--- src/hdl/md5bc_pkg.sv ---
// ----------------------------------------------------------------------------
// MD5 block compression package
// Shared widths, payload and command types, and the MD5 step tables.
// ----------------------------------------------------------------------------
package md5bc_pkg;

    localparam int WORD_W    = 32;
    localparam int BLK_WORDS = 16;
    localparam int CNT_W     = 4;
    localparam int STEPS     = 64;
    localparam int STEP_W    = 6;
    localparam int RAM_DEPTH = 2 * BLK_WORDS;
    localparam int RAM_AW    = 5;
    localparam int IDX_W     = 2;
    localparam int CFG_IDX_W = 2;
    localparam int ROT_W     = 5;

    localparam logic [CFG_IDX_W-1:0] CFG_INIT_A = 2'd0;
    localparam logic [CFG_IDX_W-1:0] CFG_INIT_B = 2'd1;
    localparam logic [CFG_IDX_W-1:0] CFG_INIT_C = 2'd2;
    localparam logic [CFG_IDX_W-1:0] CFG_INIT_D = 2'd3;

    localparam logic [IDX_W-1:0]  LAST_IDX  = 2'd3;
    localparam logic [STEP_W-1:0] LAST_STEP = 6'd63;
    localparam logic [CNT_W-1:0]  LAST_WORD = 4'd15;

    localparam logic [WORD_W-1:0] INIT_RST_A = 32'h6745_2301;
    localparam logic [WORD_W-1:0] INIT_RST_B = 32'hefcd_ab89;
    localparam logic [WORD_W-1:0] INIT_RST_C = 32'h98ba_dcfe;
    localparam logic [WORD_W-1:0] INIT_RST_D = 32'h1032_5476;

    typedef struct packed {
        logic [WORD_W-1:0] message_word;
        logic              start_message;
    } t_in_item;

    typedef struct packed {
        logic [WORD_W-1:0] digest_word;
        logic [IDX_W-1:0]  digest_index;
        logic              last_of_run;
    } t_out_item;

    typedef enum logic [2:0] {
        ST_IDLE,
        ST_PREP,
        ST_ROUND,
        ST_ADD,
        ST_OUT
    } t_state;

    typedef struct packed {
        logic              wr_en;
        logic [RAM_AW-1:0] wr_addr;
        logic [RAM_AW-1:0] rd_addr;
        logic              load_init;
        logic              prep;
        logic              round_en;
        logic [STEP_W-1:0] step;
        logic [STEP_W-1:0] k_step;
        logic              add;
        logic [IDX_W-1:0]  out_idx;
    } t_ctrl_cmd;

    localparam logic [WORD_W-1:0] SINE_K [STEPS] = '{
        32'hd76aa478, 32'he8c7b756, 32'h242070db, 32'hc1bdceee,
        32'hf57c0faf, 32'h4787c62a, 32'ha8304613, 32'hfd469501,
        32'h698098d8, 32'h8b44f7af, 32'hffff5bb1, 32'h895cd7be,
        32'h6b901122, 32'hfd987193, 32'ha679438e, 32'h49b40821,
        32'hf61e2562, 32'hc040b340, 32'h265e5a51, 32'he9b6c7aa,
        32'hd62f105d, 32'h02441453, 32'hd8a1e681, 32'he7d3fbc8,
        32'h21e1cde6, 32'hc33707d6, 32'hf4d50d87, 32'h455a14ed,
        32'ha9e3e905, 32'hfcefa3f8, 32'h676f02d9, 32'h8d2a4c8a,
        32'hfffa3942, 32'h8771f681, 32'h6d9d6122, 32'hfde5380c,
        32'ha4beea44, 32'h4bdecfa9, 32'hf6bb4b60, 32'hbebfbc70,
        32'h289b7ec6, 32'heaa127fa, 32'hd4ef3085, 32'h04881d05,
        32'hd9d4d039, 32'he6db99e5, 32'h1fa27cf8, 32'hc4ac5665,
        32'hf4292244, 32'h432aff97, 32'hab9423a7, 32'hfc93a039,
        32'h655b59c3, 32'h8f0ccc92, 32'hffeff47d, 32'h85845dd1,
        32'h6fa87e4f, 32'hfe2ce6e0, 32'ha3014314, 32'h4e0811a1,
        32'hf7537e82, 32'hbd3af235, 32'h2ad7d2bb, 32'heb86d391
    };

    localparam logic [ROT_W-1:0] ROT_AMT [16] = '{
        5'd7, 5'd12, 5'd17, 5'd22,
        5'd5, 5'd9,  5'd14, 5'd20,
        5'd4, 5'd11, 5'd16, 5'd23,
        5'd6, 5'd10, 5'd15, 5'd21
    };

    function automatic logic [CNT_W-1:0] msg_index(input logic [STEP_W-1:0] step);
        logic [CNT_W-1:0] s;
        logic [CNT_W-1:0] g;
        begin
            s = step[CNT_W-1:0];
            case (step[STEP_W-1:STEP_W-2])
                2'd0:    g = s;
                2'd1:    g = CNT_W'(s * 4'd5 + 4'd1);
                2'd2:    g = CNT_W'(s * 4'd3 + 4'd5);
                default: g = CNT_W'(s * 4'd7);
            endcase
            return g;
        end
    endfunction

endpackage

--- src/hdl/md5bc_ram.sv ---
// ----------------------------------------------------------------------------
// Generic RAM
// One write port and one read port with registered read data.
// ----------------------------------------------------------------------------
module md5bc_ram #(
    parameter int WIDTH = 32,
    parameter int DEPTH = 32
) (
    input  logic                     i_clk,
    input  logic                     i_wr_en,
    input  logic [$clog2(DEPTH)-1:0] i_wr_addr,
    input  logic [WIDTH-1:0]         i_wr_data,
    input  logic [$clog2(DEPTH)-1:0] i_rd_addr,
    output logic [WIDTH-1:0]         o_rd_data
);

    logic [WIDTH-1:0] r_mem [DEPTH];
    logic [WIDTH-1:0] r_rd_data;

    always_ff @(posedge i_clk) begin
        if (i_wr_en) begin
            r_mem[i_wr_addr] <= i_wr_data;
        end
        r_rd_data <= r_mem[i_rd_addr];
    end

    assign o_rd_data = r_rd_data;

endmodule

--- src/hdl/md5bc_ctrl.sv ---
// ----------------------------------------------------------------------------
// MD5 block compression controller
// Tracks word intake into two buffer banks and sequences the 64 steps,
// the chaining update and the four digest outputs.
// ----------------------------------------------------------------------------
module md5bc_ctrl (
    input  logic                 i_clk,
    input  logic                 i_rst_n,
    input  logic                 i_in_valid,
    input  logic                 i_start,
    output logic                 o_in_ready,
    input  logic                 i_out_ready,
    output logic                 o_out_valid,
    output md5bc_pkg::t_ctrl_cmd o_cmd
);

    md5bc_pkg::t_state r_state, n_state;

    logic [md5bc_pkg::STEP_W-1:0] r_step, n_step;
    logic [md5bc_pkg::IDX_W-1:0]  r_out_idx, n_out_idx;
    logic [md5bc_pkg::CNT_W-1:0]  r_count, n_count;
    logic                         r_wbank, n_wbank;
    logic                         r_cbank, n_cbank;
    logic                         r_blk_pend, n_blk_pend;
    logic                         r_load_pend, n_load_pend;

    logic                         in_acc;
    logic                         busy;
    logic                         blk_done;
    logic                         out_done;
    logic                         start_now;
    logic [md5bc_pkg::CNT_W-1:0]  eff_count;
    logic [md5bc_pkg::STEP_W-1:0] rd_step;

    assign in_acc    = i_in_valid & o_in_ready;
    assign busy      = (r_state != md5bc_pkg::ST_IDLE);
    assign eff_count = i_start ? '0 : r_count;
    assign blk_done  = in_acc & (eff_count == md5bc_pkg::LAST_WORD);
    assign out_done  = (r_state == md5bc_pkg::ST_OUT) & i_out_ready
                     & (r_out_idx == md5bc_pkg::LAST_IDX);
    assign start_now = (r_state == md5bc_pkg::ST_IDLE) & (blk_done | r_blk_pend);
    assign rd_step   = (r_state == md5bc_pkg::ST_PREP) ? '0
                     : md5bc_pkg::STEP_W'(r_step + 1'b1);

    always_comb begin
        n_state = r_state;
        unique case (r_state)
            md5bc_pkg::ST_IDLE: begin
                if (start_now) begin
                    n_state = md5bc_pkg::ST_PREP;
                end
            end
            md5bc_pkg::ST_PREP: begin
                n_state = md5bc_pkg::ST_ROUND;
            end
            md5bc_pkg::ST_ROUND: begin
                if (r_step == md5bc_pkg::LAST_STEP) begin
                    n_state = md5bc_pkg::ST_ADD;
                end
            end
            md5bc_pkg::ST_ADD: begin
                n_state = md5bc_pkg::ST_OUT;
            end
            md5bc_pkg::ST_OUT: begin
                if (out_done) begin
                    n_state = md5bc_pkg::ST_IDLE;
                end
            end
            default: begin
                n_state = md5bc_pkg::ST_IDLE;
            end
        endcase
    end

    always_comb begin
        o_in_ready        = ~r_blk_pend;
        o_out_valid       = (r_state == md5bc_pkg::ST_OUT);
        o_cmd.wr_en       = in_acc;
        o_cmd.wr_addr     = {r_wbank, eff_count};
        o_cmd.rd_addr     = {r_cbank, md5bc_pkg::msg_index(rd_step)};
        o_cmd.load_init   = (in_acc & i_start & (~busy | out_done))
                          | (r_load_pend & out_done);
        o_cmd.prep        = (r_state == md5bc_pkg::ST_PREP);
        o_cmd.round_en    = (r_state == md5bc_pkg::ST_ROUND);
        o_cmd.step        = r_step;
        o_cmd.k_step      = rd_step;
        o_cmd.add         = (r_state == md5bc_pkg::ST_ADD);
        o_cmd.out_idx     = r_out_idx;
    end

    always_comb begin
        n_count     = in_acc ? md5bc_pkg::CNT_W'(eff_count + 1'b1) : r_count;
        n_wbank     = blk_done ? ~r_wbank : r_wbank;
        n_cbank     = r_cbank;
        n_blk_pend  = r_blk_pend;
        n_load_pend = (r_load_pend | (in_acc & i_start & busy)) & ~out_done;
        n_step      = r_step;
        n_out_idx   = r_out_idx;
        if (start_now) begin
            n_cbank    = r_blk_pend ? ~r_wbank : r_wbank;
            n_blk_pend = 1'b0;
        end else if (blk_done & busy) begin
            n_blk_pend = 1'b1;
        end
        if (r_state == md5bc_pkg::ST_ROUND) begin
            n_step = md5bc_pkg::STEP_W'(r_step + 1'b1);
        end else if (r_state == md5bc_pkg::ST_PREP) begin
            n_step = '0;
        end
        if (o_out_valid & i_out_ready) begin
            n_out_idx = md5bc_pkg::IDX_W'(r_out_idx + 1'b1);
        end
    end

    always_ff @(posedge i_clk) begin
        if (!i_rst_n) begin
            r_state     <= md5bc_pkg::ST_IDLE;
            r_step      <= '0;
            r_out_idx   <= '0;
            r_count     <= '0;
            r_wbank     <= 1'b0;
            r_cbank     <= 1'b0;
            r_blk_pend  <= 1'b0;
            r_load_pend <= 1'b0;
        end else begin
            r_state     <= n_state;
            r_step      <= n_step;
            r_out_idx   <= n_out_idx;
            r_count     <= n_count;
            r_wbank     <= n_wbank;
            r_cbank     <= n_cbank;
            r_blk_pend  <= n_blk_pend;
            r_load_pend <= n_load_pend;
        end
    end

endmodule

--- src/hdl/md5bc_dp.sv ---
// ----------------------------------------------------------------------------
// MD5 block compression datapath
// Initial-word registers, chaining value, working registers, the block
// buffer and the single-step MD5 round logic.
// ----------------------------------------------------------------------------
module md5bc_dp (
    input  logic                                i_clk,
    input  logic                                i_rst_n,
    input  logic                                i_cfg_we,
    input  logic [md5bc_pkg::CFG_IDX_W-1:0]     i_cfg_index,
    input  logic [md5bc_pkg::WORD_W-1:0]        i_cfg_data,
    input  md5bc_pkg::t_ctrl_cmd                i_cmd,
    input  logic [md5bc_pkg::WORD_W-1:0]        i_word,
    output logic [md5bc_pkg::WORD_W-1:0]        o_digest_word
);

    logic [md5bc_pkg::WORD_W-1:0] r_init [4];
    logic [md5bc_pkg::WORD_W-1:0] r_cv [4];
    logic [md5bc_pkg::WORD_W-1:0] r_a, r_b, r_c, r_d, r_pre;

    logic [md5bc_pkg::WORD_W-1:0]   rd_data;
    logic [md5bc_pkg::WORD_W-1:0]   f_val;
    logic [md5bc_pkg::WORD_W-1:0]   sum;
    logic [2*md5bc_pkg::WORD_W-1:0] dbl;
    logic [md5bc_pkg::WORD_W-1:0]   n_b;
    logic [md5bc_pkg::ROT_W-1:0]    rot;

    md5bc_ram #(
        .WIDTH (md5bc_pkg::WORD_W),
        .DEPTH (md5bc_pkg::RAM_DEPTH)
    ) u_buf (
        .i_clk     (i_clk),
        .i_wr_en   (i_cmd.wr_en),
        .i_wr_addr (i_cmd.wr_addr),
        .i_wr_data (i_word),
        .i_rd_addr (i_cmd.rd_addr),
        .o_rd_data (rd_data)
    );

    always_comb begin
        unique case (i_cmd.step[md5bc_pkg::STEP_W-1:md5bc_pkg::STEP_W-2])
            2'd0:    f_val = (r_b & r_c) | (~r_b & r_d);
            2'd1:    f_val = (r_d & r_b) | (~r_d & r_c);
            2'd2:    f_val = r_b ^ r_c ^ r_d;
            default: f_val = r_c ^ (r_b | ~r_d);
        endcase
        rot   = md5bc_pkg::ROT_AMT[{i_cmd.step[md5bc_pkg::STEP_W-1:md5bc_pkg::STEP_W-2],
                                    i_cmd.step[1:0]}];
        sum   = r_pre + f_val + rd_data;
        dbl   = {sum, sum} << rot;
        n_b   = r_b + dbl[2*md5bc_pkg::WORD_W-1:md5bc_pkg::WORD_W];
    end

    always_ff @(posedge i_clk) begin
        if (!i_rst_n) begin
            r_init[0] <= md5bc_pkg::INIT_RST_A;
            r_init[1] <= md5bc_pkg::INIT_RST_B;
            r_init[2] <= md5bc_pkg::INIT_RST_C;
            r_init[3] <= md5bc_pkg::INIT_RST_D;
        end else if (i_cfg_we) begin
            unique case (i_cfg_index)
                md5bc_pkg::CFG_INIT_A: r_init[0] <= i_cfg_data;
                md5bc_pkg::CFG_INIT_B: r_init[1] <= i_cfg_data;
                md5bc_pkg::CFG_INIT_C: r_init[2] <= i_cfg_data;
                md5bc_pkg::CFG_INIT_D: r_init[3] <= i_cfg_data;
                default: ;
            endcase
        end
    end

    always_ff @(posedge i_clk) begin
        if (!i_rst_n) begin
            r_cv[0] <= md5bc_pkg::INIT_RST_A;
            r_cv[1] <= md5bc_pkg::INIT_RST_B;
            r_cv[2] <= md5bc_pkg::INIT_RST_C;
            r_cv[3] <= md5bc_pkg::INIT_RST_D;
        end else if (i_cmd.load_init) begin
            r_cv <= r_init;
        end else if (i_cmd.add) begin
            r_cv[0] <= r_cv[0] + r_a;
            r_cv[1] <= r_cv[1] + r_b;
            r_cv[2] <= r_cv[2] + r_c;
            r_cv[3] <= r_cv[3] + r_d;
        end
    end

    always_ff @(posedge i_clk) begin
        if (i_cmd.prep) begin
            r_a   <= r_cv[0];
            r_b   <= r_cv[1];
            r_c   <= r_cv[2];
            r_d   <= r_cv[3];
            r_pre <= r_cv[0] + md5bc_pkg::SINE_K[i_cmd.k_step];
        end else if (i_cmd.round_en) begin
            r_a   <= r_d;
            r_b   <= n_b;
            r_c   <= r_b;
            r_d   <= r_c;
            r_pre <= r_d + md5bc_pkg::SINE_K[i_cmd.k_step];
        end
    end

    assign o_digest_word = r_cv[i_cmd.out_idx];

endmodule

--- src/hdl/md5_block_compression.sv ---
// ----------------------------------------------------------------------------
// MD5 block compression
// Compresses padded 16-word blocks into the chaining value and emits the
// four updated chaining words per block.
// ----------------------------------------------------------------------------
//  Channel  Direction  Handshake                   Payload
//  in       in         i_in_valid / o_in_ready     i_in  (message word, start)
//  out      out        o_out_valid / i_out_ready   o_out (digest word, index, last)
//  cfg      in         i_cfg_valid / o_cfg_ready   i_cfg_index, i_cfg_data
//
//  Words are taken one per cycle while o_in_ready is high, into one of two
//  buffer banks, also while the previous block is compressed.
//  Compression runs one MD5 step per cycle: a setup, the 64 steps, the
//  chaining update, then the four results, which wait on i_out_ready.
//  A start flag taken during compression reloads the chaining value once the
//  running block's results are delivered; a second full block stalls intake.
//  Reset is synchronous and needs no clearing pass.
// ----------------------------------------------------------------------------
module md5_block_compression (
    input  logic                            i_clk,
    input  logic                            i_rst_n,
    input  logic                            i_in_valid,
    output logic                            o_in_ready,
    input  md5bc_pkg::t_in_item             i_in,
    output logic                            o_out_valid,
    input  logic                            i_out_ready,
    output md5bc_pkg::t_out_item            o_out,
    input  logic                            i_cfg_valid,
    output logic                            o_cfg_ready,
    input  logic [md5bc_pkg::CFG_IDX_W-1:0] i_cfg_index,
    input  logic [md5bc_pkg::WORD_W-1:0]    i_cfg_data
);

    md5bc_pkg::t_ctrl_cmd         cmd;
    logic [md5bc_pkg::WORD_W-1:0] digest_word;

    assign o_cfg_ready = 1'b1;

    md5bc_ctrl u_ctrl (
        .i_clk       (i_clk),
        .i_rst_n     (i_rst_n),
        .i_in_valid  (i_in_valid),
        .i_start     (i_in.start_message),
        .o_in_ready  (o_in_ready),
        .i_out_ready (i_out_ready),
        .o_out_valid (o_out_valid),
        .o_cmd       (cmd)
    );

    md5bc_dp u_dp (
        .i_clk         (i_clk),
        .i_rst_n       (i_rst_n),
        .i_cfg_we      (i_cfg_valid & o_cfg_ready),
        .i_cfg_index   (i_cfg_index),
        .i_cfg_data    (i_cfg_data),
        .i_cmd         (cmd),
        .i_word        (i_in.message_word),
        .o_digest_word (digest_word)
    );

    always_comb begin
        o_out.digest_word  = digest_word;
        o_out.digest_index = cmd.out_idx;
        o_out.last_of_run  = (cmd.out_idx == md5bc_pkg::LAST_IDX);
    end

endmodule

--- config.mk ---
export PLATFORM = sky130hd
export DESIGN_NAME = md5_block_compression
export DESIGN_NICKNAME = d
export VERILOG_FILES = /design/src/hdl/md5bc_pkg.sv /design/src/hdl/md5bc_ram.sv /design/src/hdl/md5bc_ctrl.sv /design/src/hdl/md5bc_dp.sv /design/src/hdl/md5_block_compression.sv
export SDC_FILE = /design/constraint.sdc
export NUM_CORES = 2
export LEC_CHECK = 0
export BUFFER_PORTS_ARGS = -buffer_cell sky130_fd_sc_hd__clkbuf_2
export CAP_MARGIN = 5
export CORE_UTILIZATION = 30
export DETAILED_ROUTE_END_ITERATION = 8
export GPL_TIMING_DRIVEN = 0
export PLACE_DENSITY = 0.53
export REMOVE_ABC_BUFFERS = 1
export SETUP_SLACK_MARGIN = 0.2
export SYNTH_ARGS = -nofsm -noshare
export SYNTH_HDL_FRONTEND = slang
export SYNTH_SLANG_ARGS = --single-unit
--- constraint.sdc ---
create_clock -name i_clk -period 10 [get_ports i_clk]
set_clock_uncertainty 0.15 [all_clocks]
set_input_delay 0.5 -clock i_clk [delete_from_list [all_inputs] [get_ports i_clk]]
set_output_delay 0.5 -clock i_clk [all_outputs]
set_load 0.03 [all_outputs]
==> metrics.cfg <==
[outcome]
status = finished clean

[global_routing]
grt_max_degree = 98
grt_pass1_wl_um = 374200
grt_overflow = 0
grtUsageTotal = 0.1905
antenna_found_initial = 23
grt_pass1_vias = 56545

[clock_tree]
clk_latency_ns = 0.83
cts_root_buf = clkbuf_16
cts.sinks = 1491
cts.reportedPaths.clkPinSlew_ns = 0.06
tritoncts = built
cts_max_level = 4
cts_inserted_buffers = 156
clockBufferDepth = 3

[power_and_ir_drop]
combinationalPowerShare = 0.047
p_per_area_mw_per_mm2 = 148.0
vdd.ir_drop.worst_v = 0.0001681
switchingPower_mw = 3.046
switching_share = 0.2280
power.share.clock = 0.446
leakage_nw = 32.37
p_int_mw = 10.32
pwr-share-seq = 0.508

[layout]
area_delta_synth_final_pct = 16.38
final_util = 0.3515
drive_gt1_frac = 0.09451
n_fill_cell = 25423
finalNetCount = 7837

[setup_path]
end_kind = flip-flop
slowest_delay_ns = 0.52
crit_fanout = 41
worstPathArrival_ns = 9.75
cpMaxStageDelayCell = o41a_1
startpoint_type = flip-flop
crit_type = reg2reg
cp_common_cell = o21ai_0
critPathRequiredTime_ns = 10.38

[placed_design]
io_buffers = 108
gp_congestion = 0.9140
hpwl_um = 174100
dp_slack_ns = -2.679

[die]
row_count = 186
dieWidth_um = 510.6
die_y_um = 510.6
num_io_pins = 110
initial_core_util = 0.3020
dieArea_mm2 = 0.2607
fp.coreArea_mm2 = 0.2569

[sta]
setup_violations = 0
worst_slack_ns = 0.6313
maxSlewHeadroom = 0.06669
fin_crit_ns = 9.369
worst-slew-pin-transition_ns = 1.385
slew_viol_final = 0
fmax_ghz = 0.1067
hold_viol_final = 0
period_share = 0.9369
grt_setup_unrepaired = false

[yosys]
ys_types = 87
synthTopCellsByCount = nand2_1 (1,418), edfxtp_1 (1,184), a21oi_1 (590), clkbuf_1 (402), nor2_1 (325)
yosys_warnings = 0
synthesis.area_mm2 = 0.07759
synth.top_cell.area_share = 0.4582
synth-seq-area-share = 0.5375
synth_area_leaders = edfxtp_1 (46%), dfxtp_1 (7.9%), nand2_1 (6.9%)
synth_ff_type = edfxtp_1
yosysMostFrequentCell = nand2_1
ys_seq_elements = 1491
synthArstFlopShare = 0
synth_top_cell_by_area = edfxtp_1
synth-edff-count = 1184
syn_avg_cell_area_um2 = 10.38
syn_inst = 7473

[worst_hold_path]
worst_hold_path_type = in2reg

[drt]
vias = 59949
drt_iter0_drc = 6256
viasPerCell = 5.456
ant_nets = 0
first_pass_iters = 6
totalWireLength_um = 257600
drc = 0
wl_per_cell_um = 23.45

[job]
maxCapViolCount = 0

-- worst paths after layout --
check	start	end	slack (ns)	cells past startpoint
setup reg to reg	u_ctrl.r_step[4]	u_dp.r_b[30]	0.63	36
hold / removal	i_cfg_valid	u_dp.r_init[41]	0.09	5
hold reg to reg	u_dp.r_init[29]	u_dp.r_init[29]	0.31	2
setup / recovery	u_ctrl.r_step[4]	u_dp.r_b[30]	0.63	36
-- logic make-up (layout without fill, tap and decap cells) --
kind of cell             count (synthesis)  in the layout  share of synthesized area
buffers and inverters                  752            876                    0.03698
adder cells (fa/ha/maj)                303            303                    0.05251
multiplexers                           166            166                    0.03285
XOR/XNOR                               224            224                    0.02529
flip-flops                            1491           1491                     0.5375
AO/OA/AOI/OAI                         2080           2080                     0.1763
AND/OR/NAND/NOR                       2456           2456                     0.1386
other                                    1              7                 0.00004833
-- registers in the layout, indices dropped and copies added (netlist names), 32 cells and up --
register,flops
u_dp.r_pre,32
u_dp.u_buf.r_mem,1024
u_dp.r_d,32
u_dp.r_b,32
u_dp.r_c,32
u_dp.r_a,32
u_dp.r_init,128
u_dp.u_buf.o_rd_data,32
u_dp.r_cv,128
-- per-layer routing --
metal | vias up | global-route usage | wire length, um
met5 | - | 0 | 117
met4 | 16 | 0.05122 | 6947
met3 | 441 | 0.03105 | 17110
met2 | 2214 | 0.3119 | 119500
met1 | 29680 | 0.2596 | 113900
li1 | 27598 | - | -
-- stage by stage --
step	TNS [ns]	cell area [um2]	power, mW	hold WS (ns)	instances
2_1_floorplan	-1633.00	75730	7.253	0.2845	6990
3_3_place_gp	-9542.02	80500	7.497	0.2922	10482
3_5_place_dp	-39.58	84330	7.515	0.3002	10648
4_1_cts	0	90050	13.45	0.03709	10976
5_1_grt	0	90280	13.75	0.1101	10981
6_report	0	90300	13.36	0.09382	10987
-- worst max-delay path, delay by kind of cell, from the launching register on --
family | cells | cell delay (ns)
buf+inv | 3 | 0.50
simple gates | 5 | 1.03
fa+ha+maj | 4 | 1.55
xor+xnor | 2 | 0.29
flops | 1 | 0.46
compound gates | 22 | 4.99
-- cells in the final DEF (no fill, tap or decap), types with 31 or more instances in the layout --
cell type,instances
a211oi_1,301
a21o_1,98
a21oi_1,587
a221oi_1,51
a22oi_1,68
a311oi_1,135
a31oi_1,172
and2_1,268
buf_12,87
buf_16,45
clkbuf_1,32
clkbuf_16,165
clkbuf_2,107
dfxtp_1,302
dlygate4sd3_1,40
edfxtp_1,1184
fa_1,41
ha_1,249
inv_1,261
mux2i_1,83
mux4_2,70
nand2_1,1413
nand2b_1,31
nand3_1,136
nor2_1,291
nor2_4,35
nor2b_1,35
nor3_1,123
o211ai_1,52
o21a_1,34
o21ai_0,269
o21bai_1,36
o22ai_1,56
xnor2_1,116
xor2_1,101
-- repair_timing --
action / in CTS / in global routing
gates resized for setup: 15 / 24
cloned: 0 / 4
hold buffers: 40 / 0
endpoints found under the setup margin: 60 / 12
endpoints found under the hold margin: 140 / 0
pin swaps: 0 / 1
buffers inserted: 5 / 1
-- power groups by stage --
stage                     logic, mW  clock network (mW)  registers [mW]
after global routing          0.681                6.28            6.78
after CTS                     0.618                6.05            6.78
final                         0.625                5.96            6.78
after global placement        0.582                   0            6.92
after detailed placement      0.601                   0            6.91
after floorplan               0.358                   0            6.90
-- layout make-up --
class | instances | area, um2 | area share
Sequential cell | 1491 | 41710 | 0.4620
Multi-Input combinational cell | 5230 | 33650 | 0.3726
Timing Repair Buffer | 324 | 4474 | 0.04955
Clock buffer | 213 | 4418 | 0.04893
Tap cell | 3384 | 4234 | 0.04689
Inverter | 269 | 1022 | 0.01132
Clock inverter | 70 | 773.2 | 0.008563
Antenna cell | 6 | 15.01 | 0.0001663
Power figures use the tool's default switching activity.
